## src/sv/ple_pkg.sv

```systemverilog
// ============================================================================
// ple_pkg: shared types and constants of the positional list engine
// Holds the list depth, derived widths, operation codes and status codes.
// ============================================================================
`default_nettype none

package ple_pkg;

  localparam int DEPTH   = 64;
  localparam int ADDR_W  = $clog2(DEPTH);
  localparam int CNT_W   = $clog2(DEPTH + 1);
  localparam int DATA_W  = 32;
  localparam int FUNC_W  = 3;
  localparam int POS_W   = 7;
  localparam int COUNT_W = 7;
  localparam int CMP_W   = ((CNT_W > POS_W) ? CNT_W : POS_W) + 1;

  typedef enum logic [FUNC_W-1:0] {
    FN_ADD_FRONT = 3'd0,
    FN_ADD_REAR  = 3'd1,
    FN_DEL_FRONT = 3'd2,
    FN_DEL_REAR  = 3'd3,
    FN_INS_AT    = 3'd4,
    FN_DEL_AT    = 3'd5
  } func_e;

  typedef enum logic [1:0] {
    ST_OK    = 2'd0,
    ST_UNDER = 2'd1,
    ST_RANGE = 2'd2,
    ST_FULL  = 2'd3
  } status_e;

endpackage

`default_nettype wire

```

## src/sv/positional_list_engine_unit.sv

```systemverilog
// ============================================================================
// positional_list_engine_unit: bounded list with positional insert and delete
// Keeps up to DEPTH signed words in a single-port-write memory and moves
// entries one at a time under a small sequencer.
// ============================================================================
// One request enters at a time and gives one result. A refused or ignored
// request moves no entries. For an insert or a delete, every entry behind
// the position is moved by one read and one write of the entry memory, which
// has one read and one write port, so the entries move one at a time. The
// result waits in an output register; the next request is taken as soon as
// the sequencer is idle.
`default_nettype none

module positional_list_engine_unit (
  input  wire logic                        clk_i,
  input  wire logic                        rst_ni,
  input  wire logic                        in_valid_i,
  output      logic                        in_ready_o,
  input  wire logic [ple_pkg::FUNC_W-1:0]  func_i,
  input  wire logic [ple_pkg::POS_W-1:0]   position_i,
  input  wire logic signed [ple_pkg::DATA_W-1:0] value_in_i,
  output      logic                        out_valid_o,
  input  wire logic                        out_ready_i,
  output      logic signed [ple_pkg::DATA_W-1:0] removed_value_o,
  output      logic [1:0]                  status_o,
  output      logic [ple_pkg::COUNT_W-1:0] count_now_o
);

  typedef enum logic [6:0] {
    S_IDLE = 7'b0000001,
    S_GET  = 7'b0000010,
    S_CAP  = 7'b0000100,
    S_RD   = 7'b0001000,
    S_WR   = 7'b0010000,
    S_PUT  = 7'b0100000,
    S_DONE = 7'b1000000
  } state_e;

  state_e state_q, state_d;

  logic [ple_pkg::CNT_W-1:0]  count_q, count_d;
  logic [ple_pkg::ADDR_W-1:0] k_q, k_d;
  logic [ple_pkg::ADDR_W-1:0] at_q, at_d;
  logic [ple_pkg::ADDR_W-1:0] lim_q, lim_d;
  logic                       ins_q, ins_d;
  logic [ple_pkg::DATA_W-1:0] val_q, val_d;
  logic [ple_pkg::DATA_W-1:0] rem_q, rem_d;
  ple_pkg::status_e           stat_q, stat_d;

  logic                        out_valid_q, out_valid_d;
  logic [ple_pkg::DATA_W-1:0]  out_rem_q, out_rem_d;
  logic [1:0]                  out_stat_q, out_stat_d;
  logic [ple_pkg::COUNT_W-1:0] out_cnt_q, out_cnt_d;

  // entry memory
  logic [ple_pkg::DATA_W-1:0] mem [ple_pkg::DEPTH];
  logic [ple_pkg::DATA_W-1:0] rd_data_q;
  logic [ple_pkg::ADDR_W-1:0] rd_addr;
  logic [ple_pkg::ADDR_W-1:0] wr_addr;
  logic [ple_pkg::DATA_W-1:0] wr_data;
  logic                       wr_en;

  always_ff @(posedge clk_i) begin
    if (wr_en) begin
      mem[wr_addr] <= wr_data;
    end
    rd_data_q <= mem[rd_addr];
  end

  // request decode
  logic                       full;
  logic [ple_pkg::CMP_W-1:0]  pos_x;
  logic [ple_pkg::CMP_W-1:0]  cnt_x;
  logic [ple_pkg::ADDR_W-1:0] cnt_a;
  logic [ple_pkg::ADDR_W-1:0] pos_a;

  assign full  = (count_q == ple_pkg::CNT_W'(ple_pkg::DEPTH));
  assign pos_x = ple_pkg::CMP_W'(position_i);
  assign cnt_x = ple_pkg::CMP_W'(count_q);
  assign cnt_a = count_q[ple_pkg::ADDR_W-1:0];
  assign pos_a = ple_pkg::ADDR_W'(position_i - ple_pkg::POS_W'(1));

  assign in_ready_o = (state_q == S_IDLE);

  always_comb begin
    state_d     = state_q;
    count_d     = count_q;
    k_d         = k_q;
    at_d        = at_q;
    lim_d       = lim_q;
    ins_d       = ins_q;
    val_d       = val_q;
    rem_d       = rem_q;
    stat_d      = stat_q;
    out_valid_d = out_valid_q && !out_ready_i;
    out_rem_d   = out_rem_q;
    out_stat_d  = out_stat_q;
    out_cnt_d   = out_cnt_q;
    rd_addr     = ins_q ? (k_q - ple_pkg::ADDR_W'(1)) : (k_q + ple_pkg::ADDR_W'(1));
    wr_en       = 1'b0;
    wr_addr     = k_q;
    wr_data     = rd_data_q;

    case (state_q)
      S_IDLE: begin
        if (in_valid_i) begin
          val_d  = value_in_i;
          rem_d  = '0;
          stat_d = ple_pkg::ST_OK;
          state_d = S_DONE;
          case (func_i)
            ple_pkg::FN_ADD_FRONT, ple_pkg::FN_ADD_REAR, ple_pkg::FN_INS_AT: begin
              ins_d = 1'b1;
              k_d   = cnt_a;
              if (func_i == ple_pkg::FN_ADD_FRONT) begin
                at_d = '0;
              end else if (func_i == ple_pkg::FN_ADD_REAR) begin
                at_d = cnt_a;
              end else begin
                at_d = pos_a;
              end
              if (full) begin
                stat_d = ple_pkg::ST_FULL;
              end else if (func_i == ple_pkg::FN_INS_AT &&
                           (pos_x == '0 || pos_x > cnt_x + ple_pkg::CMP_W'(1))) begin
                stat_d = ple_pkg::ST_RANGE;
              end else if (k_d == at_d) begin
                state_d = S_PUT;
              end else begin
                state_d = S_RD;
              end
            end
            ple_pkg::FN_DEL_FRONT, ple_pkg::FN_DEL_REAR, ple_pkg::FN_DEL_AT: begin
              ins_d = 1'b0;
              lim_d = ple_pkg::ADDR_W'(count_q - ple_pkg::CNT_W'(1));
              if (func_i == ple_pkg::FN_DEL_FRONT) begin
                at_d = '0;
              end else if (func_i == ple_pkg::FN_DEL_REAR) begin
                at_d = lim_d;
              end else begin
                at_d = pos_a;
              end
              k_d = at_d;
              if (func_i == ple_pkg::FN_DEL_AT) begin
                if (pos_x == '0 || pos_x > cnt_x) begin
                  stat_d = ple_pkg::ST_RANGE;
                end else begin
                  state_d = S_GET;
                end
              end else if (count_q == '0) begin
                stat_d = ple_pkg::ST_UNDER;
              end else begin
                state_d = S_GET;
              end
            end
            default: begin
              // unused codes: report ok and change nothing
            end
          endcase
        end
      end
      S_GET: begin
        rd_addr = at_q;
        state_d = S_CAP;
      end
      S_CAP: begin
        rem_d   = rd_data_q;
        count_d = count_q - ple_pkg::CNT_W'(1);
        state_d = (at_q < lim_q) ? S_RD : S_DONE;
      end
      S_RD: begin
        state_d = S_WR;
      end
      S_WR: begin
        // move one entry by one place toward the gap
        wr_en = 1'b1;
        if (ins_q) begin
          k_d     = k_q - ple_pkg::ADDR_W'(1);
          state_d = (k_d == at_q) ? S_PUT : S_RD;
        end else begin
          k_d     = k_q + ple_pkg::ADDR_W'(1);
          state_d = (k_d < lim_q) ? S_RD : S_DONE;
        end
      end
      S_PUT: begin
        wr_en   = 1'b1;
        wr_addr = at_q;
        wr_data = val_q;
        count_d = count_q + ple_pkg::CNT_W'(1);
        state_d = S_DONE;
      end
      S_DONE: begin
        // hold until the output register is free
        if (!out_valid_q || out_ready_i) begin
          out_valid_d = 1'b1;
          out_rem_d   = rem_q;
          out_stat_d  = stat_q;
          out_cnt_d   = ple_pkg::COUNT_W'(count_q);
          state_d     = S_IDLE;
        end
      end
      default: begin
        state_d = S_IDLE;
      end
    endcase
  end

  always_ff @(posedge clk_i or negedge rst_ni) begin
    if (!rst_ni) begin
      state_q     <= S_IDLE;
      count_q     <= '0;
      out_valid_q <= 1'b0;
    end else begin
      state_q     <= state_d;
      count_q     <= count_d;
      out_valid_q <= out_valid_d;
    end
  end

  always_ff @(posedge clk_i) begin
    k_q        <= k_d;
    at_q       <= at_d;
    lim_q      <= lim_d;
    ins_q      <= ins_d;
    val_q      <= val_d;
    rem_q      <= rem_d;
    stat_q     <= stat_d;
    out_rem_q  <= out_rem_d;
    out_stat_q <= out_stat_d;
    out_cnt_q  <= out_cnt_d;
  end

  assign out_valid_o     = out_valid_q;
  assign removed_value_o = out_rem_q;
  assign status_o        = out_stat_q;
  assign count_now_o     = out_cnt_q;

endmodule

`default_nettype wire

```

## config.mk

```make
export PLATFORM = sky130hd
export DESIGN_NAME = positional_list_engine_unit
export DESIGN_NICKNAME = d
export VERILOG_FILES = /design/src/sv/ple_pkg.sv /design/src/sv/positional_list_engine_unit.sv
export SDC_FILE = /design/constraint.sdc
export NUM_CORES = 2
export LEC_CHECK = 0
export BUFFER_PORTS_ARGS = -buffer_cell sky130_fd_sc_hd__buf_2
export CAP_MARGIN = 10
export CORE_MARGIN = 4
export CORE_UTILIZATION = 50
export CTS_CLUSTER_DIAMETER = 60
export DETAILED_ROUTE_END_ITERATION = 16
export PLACE_DENSITY = 0.65
export SYNTH_ARGS = -nofsm -noshare
export SYNTH_HDL_FRONTEND = slang
export SYNTH_SLANG_ARGS = --single-unit
```

## constraint.sdc

```tcl
create_clock -name clk_i -period 6.4 [get_ports clk_i]
set_clock_uncertainty 0.1 [all_clocks]
set_input_delay 0.96 -clock clk_i [delete_from_list [all_inputs] [get_ports clk_i]]
set_output_delay 0.96 -clock clk_i [all_outputs]
set_load 0.005 [all_outputs]
```

==> key figures <==
Floorplan
  – Die Ht: 425 um
  – Site Rows: 152
  – Num ports: 89
  – Core area: ~170,000 um2
  – Die ar.: 181,000 um2
  – Die width: around 430 um
  – Starting Density: 0.505

Clocking
  – TritonCTS clock tree: yes
  – Clock sink count: 2,221
  – H-Tree Depth: 4
  – Num CTS Buffers: 218
  – Clk_lat worst skew: 0.86 ns
  – CTS Root Buffer Type: clkbuf_16
  – Worst-path clk slew: 0.06 ns
  – Clock buffer depth: 3

Worst setup path
  – Critical path depth: 11
  – Worst Reg-to-Reg Cells: 11
  – CP max-delay cell: a32oi_1
  – Critical Path, Cell by Cell: inv_1 > ha_1 > mux2i_1 > xnor2_1 > mux2i_2 > nand2_4 > buf_4 > a211oi_1 > a211oi_1 > a32oi_1 > nand4_1
  – Max stage delay on crit path: 0.75 ns
  – Most used cell, CP: a211oi_1
  – Reg2reg setup slack: about 1.2 ns
  – CP Class: register to register
  – Startpoint Class: register
  – Worst R2R End: rd_data_q[4]$_DFF_P_
  – Worst EP required: 6.94 ns
  – CP bufs+invs: 2
  – Crit Path Max Fanout: 48
  – Critical Path Sink Type: register
  – Critical R2R Launch: k_q[0]$_DFFE_PP_
  – Worst setup endpoint: rd_data_q[4]$_DFF_P_
  – CP top delay family: compound AO/OA/AOI/OAI gates
  – Worst EP arrival: approximately 5.7 ns
  – Worst setup path startpoint: k_q[0]$_DFFE_PP_

STA
  – Pins over their slew limit: 0
  – Unrepaired setup endpoints after global routing: false
  – Final setup viols: 0
  – Tmin final: 5.16 ns
  – Final Hold Vio Count: 0
  – Slew @ Worst Pin: between 1 and 1.5 ns
  – Fmax: 194 MHz
  – Max-Slew Margin vs Limit: 0.112
  – Total negative slack: 0 ns
  – Final Cycle Share: 0.806
  – WHS: 0.174 ns

Finish
  – Share of post-route cells with drive strength above 1: 0.149
  – Most common cell after layout, fill and taps aside: edfxtp_1
  – Area of the multi-input gates: just under 20,000 um2
  – Most frequent cells in the layout: edfxtp_1 (2,174), nand2_1 (621), mux2i_1 (390)
  – Final Cell Area: 97,900 um2
  – Seq. cell area: roughly 66,000 um2
  – Nets: 5,441
  – Area Overhead vs Synth: 12.5%
  – Fill count: 12,994

Route
  – DRC: 0
  – Post-route antenna net violation count: 0
  – Pre-antenna DRT Iters: 6
  – Vias: 49,248
  – Vias per inst: 6.26
  – First-iteration detailed-routing DRC count: 6,610
  – Final WL: 236 mm
  – DR WL/cell: 30.0 um

Synth
  – Post-synthesis sequential area ratio: 0.762
  – Cells after Synth: 5,228
  – Seq cells post-synth: about 2,200
  – Syn_area_per_cell: 16.6 um2
  – Unique masters post-synth: 67
  – Syn nets: 5,304
  – Mapped cell area: 87,000 um2
  – Synth warnings: 0
  – Post-synth EDFFs: 2,174
  – Main synth FF type: edfxtp_1
  – Async SR Flop Fraction: 0.00675

Placed design
  – Placed Instance Area: a little over 90,000 um2
  – Port Buffers: just under 90
  – Hpwl dp: about 140 mm
  – Placer Congestion: 0.918

Power
  – Pleak: between 30 and 40 nW
  – Maximum vdd drop: 0.000442 V
  – Pwr per Cell Area: 461 nW/um2

Global route
  – Vias in the first global route: 47,247
  – Antenna violations before repair: 9
  – Largest net degree at the start of global routing: 164
  – Total grt overflow: 0
  – Global-route wire length before repair: 338 mm
  – Global Route Usage Sum: 0.257

Worst hold path
  – Worst Hold Class: primary input to register
  – WHS Path Cells: 1

Status
  – Status: finished, final reports clean

Job
  – Max-Cap Viols: 0
-- stage by stage --
step / setup WS, ns / util / instances / total power, W
detailed placement: 1.25 / 0.527 / 7450 / 0.0328
finish: 1.24 / 0.568 / 7861 / 0.0451
floorplan: 2.56 / - / 5228 / 0.0267
global placement: 1.37 / 0.527 / 7450 / 0.0326
global route: 1.06 / 0.568 / 7860 / 0.0465
CTS: 1.26 / 0.567 / 7855 / 0.0449
-- cell families after synthesis --
kind of cell / synth area share
mux: 0.0787
simple gates: 0.0529
compound gates: 0.0783
fa+ha+maj: 0.00432
xor+xnor: 0.00433
buf+inv: 0.0192
flops: 0.762
-- Yosys cell counts (all sizes together) (4+ instances only) --
| cell type | n | area [um2] |
|---|---|---|
| edfxtp | 2174 | 65300 |
| a32oi | 385 | 3370 |
| a31oi | 5 | 31.3 |
| inv | 26 | 100 |
| a22oi | 5 | 37.5 |
| nand2 | 657 | 2470 |
| and2 | 164 | 1030 |
| xnor2 | 33 | 289 |
| o31ai | 5 | 37.5 |
| a221oi | 5 | 43.8 |
| nand2b | 6 | 37.5 |
| o21a | 6 | 45.0 |
| o21ai | 20 | 100 |
| nand3 | 20 | 100 |
| dfxtp | 32 | 641 |
| buf | 167 | 927 |
| and3 | 5 | 31.3 |
| nand4 | 35 | 219 |
| a21oi | 24 | 124 |
| dfrtp | 14 | 350 |
| nor2 | 111 | 417 |
| a211oi | 258 | 1940 |
| nor2b | 9 | 56.3 |
| or3 | 5 | 31.3 |
| xor2 | 10 | 87.6 |
| ha | 30 | 375 |
| mux2i | 392 | 3940 |
| clkbuf | 169 | 634 |
| nor3 | 13 | 81.3 |
| mux2 | 258 | 2910 |
| nor4 | 4 | 25.0 |
| o22ai | 145 | 907 |
-- what timing repair did --
| item | in CTS | in global routing |
|---|---|---|
| endpoints found under the setup margin | 0 | 0 |
| hold buffers | 1 | 0 |
| buffers inserted | 0 | 0 |
| resized for setup | 0 | 0 |
| hold endpoints to repair | 14 | 0 |
-- where the power goes --
part	switching, W	total (W)	internal, W	leakage [nW]
Clock	0.00547	0.0123	0.00683	3.35
Sequential	0.000467	0.0190	0.0185	20.1
Combinational	0.0103	0.0138	0.00356	8.26
Total	0.0162	0.0451	0.0289	31.7
-- routing by layer --
layer  wire, um  share of wire  track usage  vias to the layer above
met5         17       0.000072            0                        -
met4       6780          0.029       0.0763                        2
met3      23900           0.10       0.0586                      406
met2     108000           0.46        0.396                     2576
met1      96500           0.41        0.367                    25228
li1           -              -            -                    21036
-- registers in the layout, summed over array words and instances, names as in the netlist --
name and flops:
status_o 2, removed_value_o 32, lim_q 6, at_q 6
ins_q 1, count_now_o 7, state_q 7, count_q 7
mem 2048, stat_q 2, rd_data_q 32, out_valid_o 1
rem_q 32, val_q 32, k_q 6
-- cell type report --
cell class	count	share of cell area
Multi-Input combinational cell	2643	0.201
Clock inverter	105	0.0102
Inverter	28	0.00110
Clock buffer	299	0.0604
Timing Repair Buffer	253	0.0202
Antenna cell	2	0.0000511
Sequential cell	2221	0.678
Tap cell	2310	0.0295
-- worst min-delay path by stage --
stage,start,end,slack (ns)
2_1_floorplan,rem_q[0]$_SDFFCE_PN0P_,removed_value_o[0]$_DFFE_PP_,0.30
3_3_place_gp,rem_q[6]$_SDFFCE_PN0P_,removed_value_o[6]$_DFFE_PP_,0.30
3_5_place_dp,rem_q[7]$_SDFFCE_PN0P_,removed_value_o[7]$_DFFE_PP_,0.31
4_1_cts,value_in_i[15],val_q[15]$_DFFE_PP_,0.11
5_1_grt,value_in_i[15],val_q[15]$_DFFE_PP_,0.13
6_report,value_in_i[26],val_q[26]$_DFFE_PP_,0.17
Power figures use the tool's default switching activity.
